[src/rtl/masked_mult_mod_q_defines.svh]
// Assertion macros for the masked modular multiplier.
// Used by the top level only; no other dependencies.
`ifndef MASKED_MULT_MOD_Q_DEFINES_SVH
`define MASKED_MULT_MOD_Q_DEFINES_SVH

// Consequent checked in the same cycle as the antecedent.
`define MMQ_ASSERT_SAME(lbl, clk, rst_n, ante, cons) \
    lbl: assert property (@(posedge clk) disable iff (!rst_n) (ante) |-> (cons)) \
        else $error("masked_mult_mod_q: same-cycle check failed");

// Consequent checked in the cycle after the antecedent.
`define MMQ_ASSERT_NEXT(lbl, clk, rst_n, ante, cons) \
    lbl: assert property (@(posedge clk) disable iff (!rst_n) (ante) |=> (cons)) \
        else $error("masked_mult_mod_q: next-cycle check failed");

`endif

[src/rtl/mmq_pkg.sv]
// Shared constants, types and helpers for the masked modular multiplier.
// No dependencies; the interfaces, multiplier, top level and testbench refer to it by scoped names.
package mmq_pkg;

    localparam int ORDER   = 2;
    localparam int NSHARES = ORDER + 1;
    localparam int SIDX_W  = (NSHARES > 1) ? $clog2(NSHARES) : 1;
    localparam int CNT_W   = $clog2(NSHARES + 1);

    localparam int VAL_W   = 14;
    localparam int WORD_W  = 16;
    localparam int IDX_W   = 3;
    localparam int ROW_W   = 3 * VAL_W;
    localparam int PROD_W  = WORD_W + VAL_W;
    localparam int RED_W   = VAL_W + 1;

    // Barrett reduction: quotient estimate is (p * BAR_M) >> BAR_K, off by at most one.
    localparam int BAR_K   = PROD_W;
    localparam int QEST_W  = 17;
    localparam int TPROD_W = PROD_W + QEST_W;

    typedef logic [VAL_W-1:0]  t_val;
    typedef logic [WORD_W-1:0] t_word;
    typedef logic [CNT_W-1:0]  t_cnt;
    typedef logic [SIDX_W-1:0] t_sidx;
    typedef logic [ROW_W-1:0]  t_row;
    typedef logic [QEST_W-1:0] t_qest;

    localparam t_val  Q_MOD    = 14'd12289;
    localparam t_qest BAR_M    = 17'd87374;
    // The modulus is 2^13 + 2^12 + 1, so a multiple of it is a shift-add.
    localparam int    Q_SH_HI  = 13;
    localparam int    Q_SH_LO  = 12;
    localparam t_val  VAL_ONE  = 14'd1;

    localparam t_cnt  CNT_FULL  = t_cnt'(NSHARES);
    localparam t_cnt  CNT_ORDER = t_cnt'(ORDER);
    localparam t_cnt  CNT_LAST_LO = t_cnt'(ORDER - 1);
    localparam t_cnt  CNT_ONE   = t_cnt'(1);
    localparam t_cnt  CNT_TWO   = t_cnt'(2);

    // Row layout in the share store: {a, b, z}.
    localparam int ROW_A_HI = ROW_W - 1;
    localparam int ROW_B_HI = 2 * VAL_W - 1;
    localparam int ROW_Z_HI = VAL_W - 1;

    typedef enum logic [3:0] {
        ST_IDLE,
        ST_LD_A,
        ST_LD_B,
        ST_LD_AB,
        ST_RND,
        ST_RD_I,
        ST_RD_J,
        ST_CAP_J,
        ST_MUL_IJ,
        ST_MUL_JI,
        ST_WR_J,
        ST_WR_I,
        ST_OUT_RD,
        ST_OUT_CAP,
        ST_OUT_WAIT
    } t_state;

    typedef struct packed {
        logic  start;
        t_word x;
        t_val  y;
    } t_mul_req;

    typedef struct packed {
        logic done;
        t_val res;
    } t_mul_rsp;

    // Modular add of x < Q and y <= Q.
    function automatic t_val add_mod(input t_val x, input t_val y);
        logic [RED_W-1:0] s;
        s = {1'b0, x} + {1'b0, y};
        if (s >= {1'b0, Q_MOD}) begin
            s = s - {1'b0, Q_MOD};
        end
        return s[VAL_W-1:0];
    endfunction

endpackage

[src/rtl/mmq_if.sv]
// Valid/ready channel interfaces for input and result beats.
// Depends on mmq_pkg for the payload widths.
interface mmq_in_if;
    logic                 valid;
    logic                 ready;
    logic                 action;
    mmq_pkg::t_val        a_share;
    mmq_pkg::t_val        b_share;
    mmq_pkg::t_word       random_word;

    modport source (output valid, output action, output a_share, output b_share,
                    output random_word, input ready);
    modport sink   (input valid, input action, input a_share, input b_share,
                    input random_word, output ready);
endinterface

interface mmq_out_if;
    logic                        valid;
    logic                        ready;
    logic [mmq_pkg::IDX_W-1:0]   share_index;
    mmq_pkg::t_val               share_value;
    logic                        last;

    modport source (output valid, output share_index, output share_value, output last,
                    input ready);
    modport sink   (input valid, input share_index, input share_value, input last,
                    output ready);
endinterface

[src/rtl/mmq_ram.sv]
// Generic single-write, single-read RAM with registered read data.
// No dependencies.
module mmq_ram #(
    parameter int WIDTH = 8,
    parameter int DEPTH = 4,
    localparam int ADDR_W = (DEPTH > 1) ? $clog2(DEPTH) : 1
) (
    input  logic              i_clk,
    input  logic              i_we,
    input  logic [ADDR_W-1:0] i_waddr,
    input  logic [WIDTH-1:0]  i_wdata,
    input  logic [ADDR_W-1:0] i_raddr,
    output logic [WIDTH-1:0]  o_rdata
);

    logic [WIDTH-1:0] r_mem [DEPTH];
    logic [WIDTH-1:0] r_rdata;

    always_ff @(posedge i_clk) begin
        if (i_we) begin
            r_mem[i_waddr] <= i_wdata;
        end
        r_rdata <= r_mem[i_raddr];
    end

    assign o_rdata = r_rdata;

endmodule

[src/rtl/mmq_mulmod.sv]
// Four-stage modular multiplier (x * y mod 12289) using Barrett reduction.
// Depends on mmq_pkg for widths, constants and the request/response structs.
module mmq_mulmod (
    input  logic              i_clk,
    input  logic              i_rst_n,
    input  mmq_pkg::t_mul_req i_req,
    output mmq_pkg::t_mul_rsp o_rsp
);

    logic [3:0]                          r_vld;
    logic [mmq_pkg::PROD_W-1:0]          r_p1;
    logic [mmq_pkg::PROD_W-1:0]          r_p2;
    logic [mmq_pkg::TPROD_W-1:0]         r_t;
    logic [mmq_pkg::RED_W-1:0]           r_red;
    mmq_pkg::t_val                       r_res;

    mmq_pkg::t_qest                      w_qest;
    logic [mmq_pkg::RED_W-1:0]           w_qq;
    logic [mmq_pkg::RED_W-1:0]           w_red;

    // Only the low bits of p - qest*Q matter, since the true value is below 2Q.
    assign w_qest = r_t[mmq_pkg::BAR_K +: mmq_pkg::QEST_W];
    assign w_qq   = mmq_pkg::RED_W'(w_qest << mmq_pkg::Q_SH_HI)
                  + mmq_pkg::RED_W'(w_qest << mmq_pkg::Q_SH_LO)
                  + mmq_pkg::RED_W'(w_qest);
    assign w_red  = r_p2[mmq_pkg::RED_W-1:0] - w_qq;

    always_ff @(posedge i_clk) begin
        if (!i_rst_n) begin
            r_vld <= '0;
        end else begin
            r_vld <= {r_vld[2:0], i_req.start};
        end
    end

    always_ff @(posedge i_clk) begin
        r_p1  <= mmq_pkg::PROD_W'(i_req.x) * mmq_pkg::PROD_W'(i_req.y);
        r_p2  <= r_p1;
        r_t   <= mmq_pkg::TPROD_W'(r_p1) * mmq_pkg::TPROD_W'(mmq_pkg::BAR_M);
        r_red <= w_red;
        if (r_red >= {1'b0, mmq_pkg::Q_MOD}) begin
            r_res <= mmq_pkg::VAL_W'(r_red - {1'b0, mmq_pkg::Q_MOD});
        end else begin
            r_res <= r_red[mmq_pkg::VAL_W-1:0];
        end
    end

    assign o_rsp.done = r_vld[3];
    assign o_rsp.res  = r_res;

endmodule

[src/rtl/masked_mult_mod_q.sv]
// Masked (ISW) multiplier of two arithmetically shared values mod 12289.
// Load beat: three passes through the 4-stage modular multiplier.
// Random-word beat: three multiplier passes, two store reads and two writes.
// After the final random word the shares go out one at a time, each held until taken.
// Ignored beats are accepted in idle and change nothing. Synchronous active-low reset clears the
// counters (r_hi starts at one); the share store is undefined until loaded.
`include "masked_mult_mod_q_defines.svh"

module masked_mult_mod_q (
    input  logic       i_clk,
    input  logic       i_rst_n,
    mmq_in_if.sink     i_in,
    mmq_out_if.source  o_out
);

    mmq_pkg::t_state   r_state, n_state;
    logic              r_issued, n_issued;
    mmq_pkg::t_cnt     r_loaded, n_loaded;
    mmq_pkg::t_cnt     r_lo, n_lo;
    mmq_pkg::t_cnt     r_hi, n_hi;
    mmq_pkg::t_cnt     r_k, n_k;
    logic              r_out_valid, n_out_valid;

    logic [mmq_pkg::IDX_W-1:0] r_out_idx, n_out_idx;
    mmq_pkg::t_val     r_out_val, n_out_val;
    logic              r_out_last, n_out_last;
    mmq_pkg::t_val     r_a_in, r_b_in;
    mmq_pkg::t_word    r_w;
    mmq_pkg::t_val     r_a_red, n_a_red;
    mmq_pkg::t_val     r_b_red, n_b_red;
    mmq_pkg::t_val     r_r, n_r;
    mmq_pkg::t_val     r_acc, n_acc;
    mmq_pkg::t_row     r_row_i, n_row_i;
    mmq_pkg::t_row     r_row_j, n_row_j;

    logic              w_in_acc;
    logic              w_in_mul;
    logic              w_out_fin;
    mmq_pkg::t_mul_req w_req;
    mmq_pkg::t_mul_rsp w_rsp;
    logic              w_we;
    mmq_pkg::t_sidx    w_waddr;
    mmq_pkg::t_row     w_wdata;
    mmq_pkg::t_sidx    w_raddr;
    mmq_pkg::t_row     w_rdata;

    mmq_mulmod u_mulmod (
        .i_clk   (i_clk),
        .i_rst_n (i_rst_n),
        .i_req   (w_req),
        .o_rsp   (w_rsp)
    );

    mmq_ram #(
        .WIDTH (mmq_pkg::ROW_W),
        .DEPTH (mmq_pkg::NSHARES)
    ) u_store (
        .i_clk   (i_clk),
        .i_we    (w_we),
        .i_waddr (w_waddr),
        .i_wdata (w_wdata),
        .i_raddr (w_raddr),
        .o_rdata (w_rdata)
    );

    assign i_in.ready        = (r_state == mmq_pkg::ST_IDLE);
    assign w_in_acc          = i_in.valid && i_in.ready;
    assign o_out.valid       = r_out_valid;
    assign o_out.share_index = r_out_idx;
    assign o_out.share_value = r_out_val;
    assign o_out.last        = r_out_last;
    assign w_out_fin         = o_out.valid && o_out.ready && o_out.last;

    assign w_in_mul = (r_state == mmq_pkg::ST_LD_A)   || (r_state == mmq_pkg::ST_LD_B)  ||
                      (r_state == mmq_pkg::ST_LD_AB)  || (r_state == mmq_pkg::ST_RND)   ||
                      (r_state == mmq_pkg::ST_MUL_IJ) || (r_state == mmq_pkg::ST_MUL_JI);

    always_comb begin
        n_state     = r_state;
        n_issued    = r_issued;
        n_loaded    = r_loaded;
        n_lo        = r_lo;
        n_hi        = r_hi;
        n_k         = r_k;
        n_out_valid = r_out_valid;
        n_out_idx   = r_out_idx;
        n_out_val   = r_out_val;
        n_out_last  = r_out_last;
        n_a_red     = r_a_red;
        n_b_red     = r_b_red;
        n_r         = r_r;
        n_acc       = r_acc;
        n_row_i     = r_row_i;
        n_row_j     = r_row_j;

        w_req.start = w_in_mul && !r_issued;
        w_req.x     = '0;
        w_req.y     = mmq_pkg::VAL_ONE;
        w_we        = 1'b0;
        w_waddr     = r_lo[mmq_pkg::SIDX_W-1:0];
        w_wdata     = r_row_i;
        w_raddr     = r_lo[mmq_pkg::SIDX_W-1:0];

        // One multiplier pass per state: issue once, then wait for the result.
        if (w_req.start) begin
            n_issued = 1'b1;
        end else if (w_rsp.done) begin
            n_issued = 1'b0;
        end

        unique case (r_state)
            mmq_pkg::ST_IDLE: begin
                if (w_in_acc) begin
                    if (!i_in.action) begin
                        if (r_loaded < mmq_pkg::CNT_FULL) begin
                            n_state = mmq_pkg::ST_LD_A;
                        end
                    end else if (r_loaded == mmq_pkg::CNT_FULL) begin
                        n_state = mmq_pkg::ST_RND;
                    end
                end
            end
            mmq_pkg::ST_LD_A: begin
                w_req.x = mmq_pkg::t_word'(r_a_in);
                if (w_rsp.done) begin
                    n_a_red = w_rsp.res;
                    n_state = mmq_pkg::ST_LD_B;
                end
            end
            mmq_pkg::ST_LD_B: begin
                w_req.x = mmq_pkg::t_word'(r_b_in);
                if (w_rsp.done) begin
                    n_b_red = w_rsp.res;
                    n_state = mmq_pkg::ST_LD_AB;
                end
            end
            mmq_pkg::ST_LD_AB: begin
                w_req.x = mmq_pkg::t_word'(r_a_red);
                w_req.y = r_b_red;
                w_waddr = r_loaded[mmq_pkg::SIDX_W-1:0];
                w_wdata = {r_a_red, r_b_red, w_rsp.res};
                if (w_rsp.done) begin
                    w_we     = 1'b1;
                    n_loaded = r_loaded + mmq_pkg::CNT_ONE;
                    n_state  = mmq_pkg::ST_IDLE;
                end
            end
            mmq_pkg::ST_RND: begin
                w_req.x = r_w;
                if (w_rsp.done) begin
                    n_r     = w_rsp.res;
                    n_state = mmq_pkg::ST_RD_I;
                end
            end
            mmq_pkg::ST_RD_I: begin
                w_raddr = r_lo[mmq_pkg::SIDX_W-1:0];
                n_state = mmq_pkg::ST_RD_J;
            end
            mmq_pkg::ST_RD_J: begin
                w_raddr = r_hi[mmq_pkg::SIDX_W-1:0];
                n_row_i = w_rdata;
                n_state = mmq_pkg::ST_CAP_J;
            end
            mmq_pkg::ST_CAP_J: begin
                n_row_j = w_rdata;
                n_acc   = mmq_pkg::add_mod(w_rdata[mmq_pkg::ROW_Z_HI:0], r_r);
                n_state = mmq_pkg::ST_MUL_IJ;
            end
            mmq_pkg::ST_MUL_IJ: begin
                w_req.x = mmq_pkg::t_word'(r_row_i[mmq_pkg::ROW_A_HI -: mmq_pkg::VAL_W]);
                w_req.y = r_row_j[mmq_pkg::ROW_B_HI -: mmq_pkg::VAL_W];
                if (w_rsp.done) begin
                    n_acc   = mmq_pkg::add_mod(r_acc, w_rsp.res);
                    n_state = mmq_pkg::ST_MUL_JI;
                end
            end
            mmq_pkg::ST_MUL_JI: begin
                w_req.x = mmq_pkg::t_word'(r_row_j[mmq_pkg::ROW_A_HI -: mmq_pkg::VAL_W]);
                w_req.y = r_row_i[mmq_pkg::ROW_B_HI -: mmq_pkg::VAL_W];
                if (w_rsp.done) begin
                    n_acc   = mmq_pkg::add_mod(r_acc, w_rsp.res);
                    n_state = mmq_pkg::ST_WR_J;
                end
            end
            mmq_pkg::ST_WR_J: begin
                w_we    = 1'b1;
                w_waddr = r_hi[mmq_pkg::SIDX_W-1:0];
                w_wdata = {r_row_j[mmq_pkg::ROW_A_HI:mmq_pkg::VAL_W], r_acc};
                n_state = mmq_pkg::ST_WR_I;
            end
            mmq_pkg::ST_WR_I: begin
                w_we    = 1'b1;
                w_waddr = r_lo[mmq_pkg::SIDX_W-1:0];
                w_wdata = {r_row_i[mmq_pkg::ROW_A_HI:mmq_pkg::VAL_W],
                           mmq_pkg::add_mod(r_row_i[mmq_pkg::ROW_Z_HI:0],
                                            mmq_pkg::Q_MOD - r_r)};
                if ((r_hi == mmq_pkg::CNT_ORDER) && (r_lo == mmq_pkg::CNT_LAST_LO)) begin
                    n_k     = '0;
                    n_state = mmq_pkg::ST_OUT_RD;
                end else if (r_hi == mmq_pkg::CNT_ORDER) begin
                    n_lo    = r_lo + mmq_pkg::CNT_ONE;
                    n_hi    = r_lo + mmq_pkg::CNT_TWO;
                    n_state = mmq_pkg::ST_IDLE;
                end else begin
                    n_hi    = r_hi + mmq_pkg::CNT_ONE;
                    n_state = mmq_pkg::ST_IDLE;
                end
            end
            mmq_pkg::ST_OUT_RD: begin
                w_raddr = r_k[mmq_pkg::SIDX_W-1:0];
                n_state = mmq_pkg::ST_OUT_CAP;
            end
            mmq_pkg::ST_OUT_CAP: begin
                n_out_valid = 1'b1;
                n_out_idx   = mmq_pkg::IDX_W'(r_k);
                n_out_val   = w_rdata[mmq_pkg::ROW_Z_HI:0];
                n_out_last  = (r_k == mmq_pkg::CNT_ORDER);
                n_state     = mmq_pkg::ST_OUT_WAIT;
            end
            mmq_pkg::ST_OUT_WAIT: begin
                if (o_out.ready) begin
                    n_out_valid = 1'b0;
                    if (r_k == mmq_pkg::CNT_ORDER) begin
                        n_loaded = '0;
                        n_lo     = '0;
                        n_hi     = mmq_pkg::CNT_ONE;
                        n_state  = mmq_pkg::ST_IDLE;
                    end else begin
                        n_k      = r_k + mmq_pkg::CNT_ONE;
                        n_state  = mmq_pkg::ST_OUT_RD;
                    end
                end
            end
            default: begin
                n_state = mmq_pkg::ST_IDLE;
            end
        endcase
    end

    always_ff @(posedge i_clk) begin
        if (!i_rst_n) begin
            r_state     <= mmq_pkg::ST_IDLE;
            r_issued    <= 1'b0;
            r_loaded    <= '0;
            r_lo        <= '0;
            r_hi        <= mmq_pkg::CNT_ONE;
            r_k         <= '0;
            r_out_valid <= 1'b0;
        end else begin
            r_state     <= n_state;
            r_issued    <= n_issued;
            r_loaded    <= n_loaded;
            r_lo        <= n_lo;
            r_hi        <= n_hi;
            r_k         <= n_k;
            r_out_valid <= n_out_valid;
        end
    end

    always_ff @(posedge i_clk) begin
        if (w_in_acc) begin
            r_a_in <= i_in.a_share;
            r_b_in <= i_in.b_share;
            r_w    <= i_in.random_word;
        end
        r_out_idx  <= n_out_idx;
        r_out_val  <= n_out_val;
        r_out_last <= n_out_last;
        r_a_red    <= n_a_red;
        r_b_red    <= n_b_red;
        r_r        <= n_r;
        r_acc      <= n_acc;
        r_row_i    <= n_row_i;
        r_row_j    <= n_row_j;
    end

    `MMQ_ASSERT_SAME(a_busy_while_out, i_clk, i_rst_n, r_out_valid, !i_in.ready)
    `MMQ_ASSERT_SAME(a_done_when_issued, i_clk, i_rst_n, w_rsp.done, r_issued && w_in_mul)
    `MMQ_ASSERT_SAME(a_count_range, i_clk, i_rst_n, 1'b1, r_loaded <= mmq_pkg::CNT_FULL)
    `MMQ_ASSERT_NEXT(a_last_clears, i_clk, i_rst_n, w_out_fin, r_loaded == '0)

endmodule

[src/flat_wrapper.sv]
// flat-port wrapper written by rule: the top's interface ports become plain ports
module masked_mult_mod_q_flat 
  (i_clk, i_rst_n, i_in_valid, i_in_action, i_in_a_share, i_in_b_share, i_in_random_word, i_in_ready, o_out_valid, o_out_share_index, o_out_share_value, o_out_last, o_out_ready);
  mmq_in_if i_in_i ();
  mmq_out_if o_out_i ();
  input  logic i_clk;
  input  logic i_rst_n;
  input wire logic [$bits(i_in_i.valid)-1:0] i_in_valid;
  input wire logic [$bits(i_in_i.action)-1:0] i_in_action;
  input wire logic [$bits(i_in_i.a_share)-1:0] i_in_a_share;
  input wire logic [$bits(i_in_i.b_share)-1:0] i_in_b_share;
  input wire logic [$bits(i_in_i.random_word)-1:0] i_in_random_word;
  output wire logic [$bits(i_in_i.ready)-1:0] i_in_ready;
  output wire logic [$bits(o_out_i.valid)-1:0] o_out_valid;
  output wire logic [$bits(o_out_i.share_index)-1:0] o_out_share_index;
  output wire logic [$bits(o_out_i.share_value)-1:0] o_out_share_value;
  output wire logic [$bits(o_out_i.last)-1:0] o_out_last;
  input wire logic [$bits(o_out_i.ready)-1:0] o_out_ready;
  assign i_in_i.valid = i_in_valid;
  assign i_in_i.action = i_in_action;
  assign i_in_i.a_share = i_in_a_share;
  assign i_in_i.b_share = i_in_b_share;
  assign i_in_i.random_word = i_in_random_word;
  assign i_in_ready = i_in_i.ready;
  assign o_out_valid = o_out_i.valid;
  assign o_out_share_index = o_out_i.share_index;
  assign o_out_share_value = o_out_i.share_value;
  assign o_out_last = o_out_i.last;
  assign o_out_i.ready = o_out_ready;
  masked_mult_mod_q u_core (.i_clk(i_clk), .i_rst_n(i_rst_n), .i_in(i_in_i), .o_out(o_out_i));
endmodule
[config.mk]
export PLATFORM = sky130hd
export DESIGN_NAME = masked_mult_mod_q_flat
export DESIGN_NICKNAME = d
export VERILOG_FILES = /design/src/rtl/mmq_pkg.sv /design/src/rtl/mmq_if.sv /design/src/rtl/mmq_ram.sv /design/src/rtl/mmq_mulmod.sv /design/src/rtl/masked_mult_mod_q.sv /design/src/flat_wrapper.sv
export VERILOG_INCLUDE_DIRS = /design/src /design/src/rtl
export SDC_FILE = /design/constraint.sdc
export NUM_CORES = 2
export LEC_CHECK = 0
export ABC_CLOCK_PERIOD_IN_PS = 9800
export BUFFER_PORTS_ARGS = -buffer_cell sky130_fd_sc_hd__buf_4
export CORE_MARGIN = 1.5
export CORE_UTILIZATION = 62
export DETAILED_ROUTE_END_ITERATION = 12
export PLACE_DENSITY = 0.82
export SETUP_SLACK_MARGIN = 0.02
export SYNTH_ARGS = -nofsm -noshare
export SYNTH_HDL_FRONTEND = slang
export SYNTH_SLANG_ARGS = --single-unit
[constraint.sdc]
create_clock -name i_clk -period 9.8 [get_ports i_clk]
set_input_delay 0.49 -clock i_clk [delete_from_list [all_inputs] [get_ports i_clk]]
set_output_delay 0.49 -clock i_clk [all_outputs]
set_load 0.01 [all_outputs]
==> After elaboration in Yosys (flattened, before gate mapping) <==
Memories as Yosys holds them, arrays and structs flattened. A register that Yosys moved wholly into a read port is not among the register bits.
Index checks and enable logic that the tools add are counted.
{ "totals": {"out_inout_bits": 20, "register_bits": 337, "word_cells": 159, "ramBits": 126, "in_bits": 49, "memories": 1} }
{ "memory_table": {"columns": ["memory", "words", "word_bits", "read_ports", "rd_ports_with_merged_regs", "wr", "line_no", "text"], "rows": [
  ["u_core.u_store.r_mem", 3, 42, 1, 1, 1, "mmq_ram.sv:16", "logic [WIDTH-1:0] r_mem [DEPTH];"]
]} }
{ "classes": {"n_eq_ne": 34, "multipliers": 2, "n_mux": 49, "magnitude_cmp": 5, "n_reduce_logical": 27, "addsub": 16} }
{ "op_table": {"columns": ["op", "count"], "rows": [
  ["$pmux W42 S3", 1],
  ["$pmux W16 S6", 1],
  ["$mux W14", 5],
  ["$ge A15 B14 Y1 const B", 4],
  ["$pmux W4 S15", 1],
  ["$sub A14 B14 Y14 const B", 4],
  ["$mux W4", 13],
  ["$add A14 B14 Y15", 3],
  ["$mul A30 B16 Y44 const B", 1],
  ["$pmux W14 S3", 1],
  ["$add A15 B15 Y15", 2],
  ["$mul A16 B14 Y30", 1],
  ["$eq A4 B4 Y1 const B", 7],
  ["$pmux W14 S2", 1],
  ["$mux W2", 12],
  ["$pmux W2 S2", 6],
  ["$ne A2 B2 Y1 const B", 10],
  ["$eq A4 B3 Y1 const B", 4],
  ["$sub A15 B15 Y15", 1],
  ["$sub A14 B14 Y14 const A", 1],
  ["$reduce_and A4 Y1", 3],
  ["$reduce_and A10 Y1", 1],
  ["$reduce_and A2 Y1", 5],
  ["$reduce_bool A2 Y1", 5],
  ["17 further kinds", 40]
]} }

==> Depth between registers and ports, before layout <==
{ "depth": {"depth_word": 8, "mapped_depth": 32, "depth_no_buf": 29} }

==> Hierarchy <==
A second synthesis with hierarchy kept.
{ "hier_totals": {"cells_unflattened": 3403, "hier_area_um2": 36197.2} }
{ "modules_own_cells": {"columns": ["module", "n_inst", "seq_area_each_um2", "cells_each", "area_each_um2"], "rows": [
  ["mmq_mulmod", 1, 1861.8, 1980, 18754.2],
  ["masked_mult_mod_q", 1, 5895.7, 1112, 11871.4],
  ["mmq_ram", 1, 4624.4, 311, 5571.6]
]} }

==> Worst setup path before layout <==
No wires, ideal clock.
{ "synth_timing": {"path_kind": "register to register", "startpoint": "register u_core.r_state[2]", "endpoint": "register u_core.u_mulmod.r_p1[25] (netlist name)", "required_time_ps": 9673, "arrival_time_ps": 7348, "slack_ps": 2325, "setup_ps": 127, "stages_incl_launch_ff": 28, "path_buffers": 3, "synth_period_minus_slack_ps": 7475, "path_cell_list": "dfxtp_1 clkbuf_1 inv_1 nand2_1 nor2_1 clkbuf_1 a222oi_1 clkbuf_1 nor2_1 fa_1 inv_1 fa_1 inv_1 fa_1 inv_1 fa_1 inv_1 fa_1 fa_1 ha_1 or3_1 or3_1 o21a_1 a211oi_1 a21oi_1 a311oi_1 o21ai_0 xor2_1"} }
{ "synth_between": {"elab_chain_len": 3, "elab_cells_between_ends": 9, "classes_between": "mul (1); eq/ne (6); mux (2)"} }
{ "synth_lines": {"columns": ["element", "line_no", "text"], "rows": [
  ["start: declaration", "masked_mult_mod_q.sv:16", "mmq_pkg::t_state r_state, n_state;"],
  ["start signal: assignment", "masked_mult_mod_q.sv:242", "r_state <= mmq_pkg::ST_IDLE;"],
  ["start signal: assignment", "masked_mult_mod_q.sv:250", "r_state <= n_state;"],
  ["$eq A4 B4 Y1, or another cell as far along", "masked_mult_mod_q.sv:111", "unique case (r_state)"],
  ["$pmux W16 S6 or $pmux W14 S3 (tied branches)", "masked_mult_mod_q.sv:111", null],
  ["$mul A16 B14 Y30 (*)", "mmq_mulmod.sv:37", "r_p1 <= mmq_pkg::PROD_W'(i_req.x) * mmq_pkg::PROD_W'(i_req.y);"],
  ["end signal: assignment", "mmq_mulmod.sv:37", null],
  ["end: declaration", "mmq_mulmod.sv:11", "logic [mmq_pkg::PROD_W-1:0] r_p1;"]
]} }
Every way passes the cells marked *; elsewhere a longest branch is shown, timed or not.
A chain may end at the register's enable or synchronous reset.

==> Worst setup path in the final report <==
{ "layout_timing": {"startpoint": "register u_core.r_state[1]", "endpoint": "register u_core.u_mulmod.r_p1[23] (netlist name)"} }
Same word-level chain as after synthesis.

==> flow_summary_export.csv <==
group,metric,value,unit
hold_path,min_path_type,"primary input to flip-flop",
detailed_routing,wl,84.4,mm
detailed_routing,viasPerCell,5.92,
yosys,seq_area_frac_synth,35.5,%
detailed_routing,via_count,24154,
placed_design,gp_congestion,0.961,
clocking,post-cts-setup-buffers,0,
timing,rsz0062_at_grt,"no",
global_routing,grt_pass1_wl,134,mm
placed_design,port-buffer-count,67,
global_routing,grt_max_degree,45,
cells_and_area,fin_cells,4080,
yosys,yosys_warnings,0,
floorplanning,io_pins,69,
detailed_routing,ant_nets,0,
timing,slew_headroom,14.7,%
flow_run,cap_violations,0,
critical_path,ff2ff_path_depth,25,
clocking,cts-hold-fix-buffers,0,
clocking,path_clk_slew,0.07,ns
yosys,syn_area_per_cell,10.9,µm²
floorplanning,start_util,63.0,%
yosys,dominantRegCellSynth,"edfxtp_1",
hold_path,hold_depth,1,
clocking,cts_tree,"done",
timing,timing.fmax,115,MHz
clocking,clock_latency,0.60,ns
cells_and_area,fin_util,68.8,%
clocking,cts_buffer_depth,3,
clocking,ctsHtreeMaxLevel,2,
floorplanning,core,55300,µm²
cells_and_area,syn_to_final_growth,9.15,%
detailed_routing,post_drt_wl_per_cell,20.7,µm
global_routing,grt_pass1_vias,25126,
yosys,synth_edf_count,313,
yosys,synth_cell_type_count,76,
timing,finalSetupViolCount,0,
timing,final.period_utilization,88.7,%
clocking,cts_buffers,49,
timing,min_period,8.69,ns
cells_and_area,nNetsFinal,4069,
yosys,synth-seq-cells,462,
placed_design,dp_cells,3989,
detailed_routing,initialDrtViolationCount,2511,
global_routing,grt_overflow,0,
yosys,synth_top_area_share,27.0,%
critical_path,cp-end-kind,"flip-flop",
cells_and_area,multiInputGateArea,20200,µm²
detailed_routing,drtPass1Iterations,9,
cells_and_area,antenna_cells,0,
critical_path,critPathKind,"flip-flop to flip-flop",
yosys,async_flop_share,0,%
yosys,syn-instance-count,3196,
clocking,ctsResizeCount,0,
floorplanning,dieWidth,240,µm
placed_design,place_hpwl,65.2,mm
yosys,synth_area,34800,µm²
critical_path,crit_required,10.28,ns
floorplanning,dieHeight,240,µm
clocking,root_buffer,"clkbuf_16",
cells_and_area,seqCellArea,12400,µm²
cells_and_area,drive_gt1_share,6.27,%
critical_path,crit_fanout,39,
global_routing,antenna_found_initial,0,
timing,skew,0.0244,ns
yosys,yosys.area.top_type,"edfxtp_1",
timing,tns,0,ns
cells_and_area,nFillCells,4048,
global_routing,grt_usage,30.1,%
outcome,status,"completed",
timing,final_max_slew_viol_count,0,
detailed_routing,drc,0,
critical_path,start_kind,"flip-flop",
floorplanning,num_rows,86,
floorplanning,die_area,57600,µm²
timing,worstMarginPinSlew,1.28,ns
timing,hold_violations,0,
yosys,synthTopCellsByArea,"edfxtp_1 27%, fa_1 20%, ha_1 14%",
timing,holdWs,0.0662,ns
critical_path,crit_arrival,9.18,ns
clocking,clock_sinks,462,
[critical path, stage by stage, from the launching register on]
cell,delay (ns)
dfxtp_1,0.81
nand2_1,0.33
nor2_4,0.82
buf_4,0.41
a22oi_1,0.13
nand2_1,0.11
a221oi_1,0.06
buf_4,0.29
a21oi_1,0.18
fa_1,0.45
ha_1,0.20
fa_1,0.48
inv_1,0.05
fa_1,0.53
inv_1,0.05
fa_1,0.51
fa_1,0.44
ha_1,0.25
or3_1,0.34
or3_1,0.31
o21a_1,0.24
a211oi_1,0.42
a21oi_1,0.20
a311oi_1,0.56
o21ai_0,0.21
xor2_1,0.17
[metal layers]
layer	vias up	global-route usage (%)	wire [µm]
li1	11001	-	-
met4	0	9.62	2670
met1	11894	40.2	34200
met2	1080	50.1	40300
met5	-	0	0
met3	179	5.18	7230
[through the flow]
stage / cell area [µm²] / setup WS (ns)
after floorplan: 34900 / 2.32
after global placement: 36400 / 1.45
after detailed placement: 36400 / 1.25
after CTS: 38000 / 1.20
after global routing: 38000 / 0.670
final: 38000 / 1.11
[cell families (layout without fill, tap and decap cells)]
logic type                 after synthesis  after routing  synth area share [%]
adders and majority gates              728            728                  33.7
buffers and inverters                  639            750                  6.92
AOI/OAI and AO/OA                      461            461                  8.98
xor gates and xnor gates               148            148                  3.72
other                                    2             27                0.0216
and+or+nand+nor                        694            694                  9.33
muxes                                   62             62                  1.80
DFF                                    462            462                  35.5
[cell usage after synthesis, types with 10 or more instances]
| library cell | number |
|---|---|
| edfxtp_1 | 313 |
| fa_1 | 350 |
| or3_1 | 10 |
| dfxtp_1 | 149 |
| and2_1 | 25 |
| a222oi_1 | 44 |
| mux2i_1 | 60 |
| nor2_1 | 182 |
| nand2_1 | 259 |
| inv_1 | 566 |
| nand3_1 | 31 |
| a22oi_1 | 42 |
| and3_1 | 10 |
| nor4_1 | 10 |
| nand4_1 | 30 |
| and4_1 | 14 |
| a31oi_1 | 15 |
| ha_1 | 378 |
| a21o_1 | 42 |
| xor2_1 | 62 |
| nand2b_1 | 25 |
| clkbuf_1 | 64 |
| xnor2_1 | 86 |
| a21oi_1 | 84 |
| o21a_1 | 17 |
| a211oi_1 | 17 |
| nor2b_1 | 17 |
| o21ai_0 | 116 |
| nor3_1 | 40 |
[worst paths after layout]
check,slack (ns),to,startpoint
hold reg to reg,0.42,u_core.r_row_i[26],u_core.u_store.o_rdata[26]
hold / removal,0.07,u_core.r_w[1],i_in_random_word[1]
setup reg to reg,1.11,u_core.u_mulmod.r_p1[23],u_core.r_state[1]
setup / recovery,1.11,u_core.u_mulmod.r_p1[23],u_core.r_state[1]
[layout make-up]
| class | instances | area share [%] |
|---|---|---|
| multi-input combinational | 2120 | 53.1 |
| inverter | 566 | 5.59 |
| sequential | 462 | 32.6 |
| timing repair buffer | 93 | 1.84 |
| tap | 748 | 2.46 |
| clock buffer | 68 | 3.76 |
| clock inverter | 23 | 0.651 |
[layout by cell type, fill, tap and decap left out, types with 86 or more instances in the layout]
cell type,n
xnor2_1,86
nor2_1,176
inv_1,566
o21ai_0,116
buf_4,93
edfxtp_1,313
ha_1,378
fa_1,350
nand2_1,259
dfxtp_1,149
[sequential cells by signal, summed over array words and instances, names as in the netlist, 15 cells and up]
register and cells:
u_core.r_row_i 42, u_core.r_row_j 28, u_core.r_w 16, u_core.u_mulmod.r_p1 30, u_core.u_mulmod.r_p2 15, u_core.u_mulmod.r_red 15, u_core.u_mulmod.r_t 15, u_core.u_store.o_rdata 42
u_core.u_store.r_mem 126
Power is left out: the tool's default activity adds up to more than one toggle a clock period on the data nets, which glitch-free logic cannot reach.
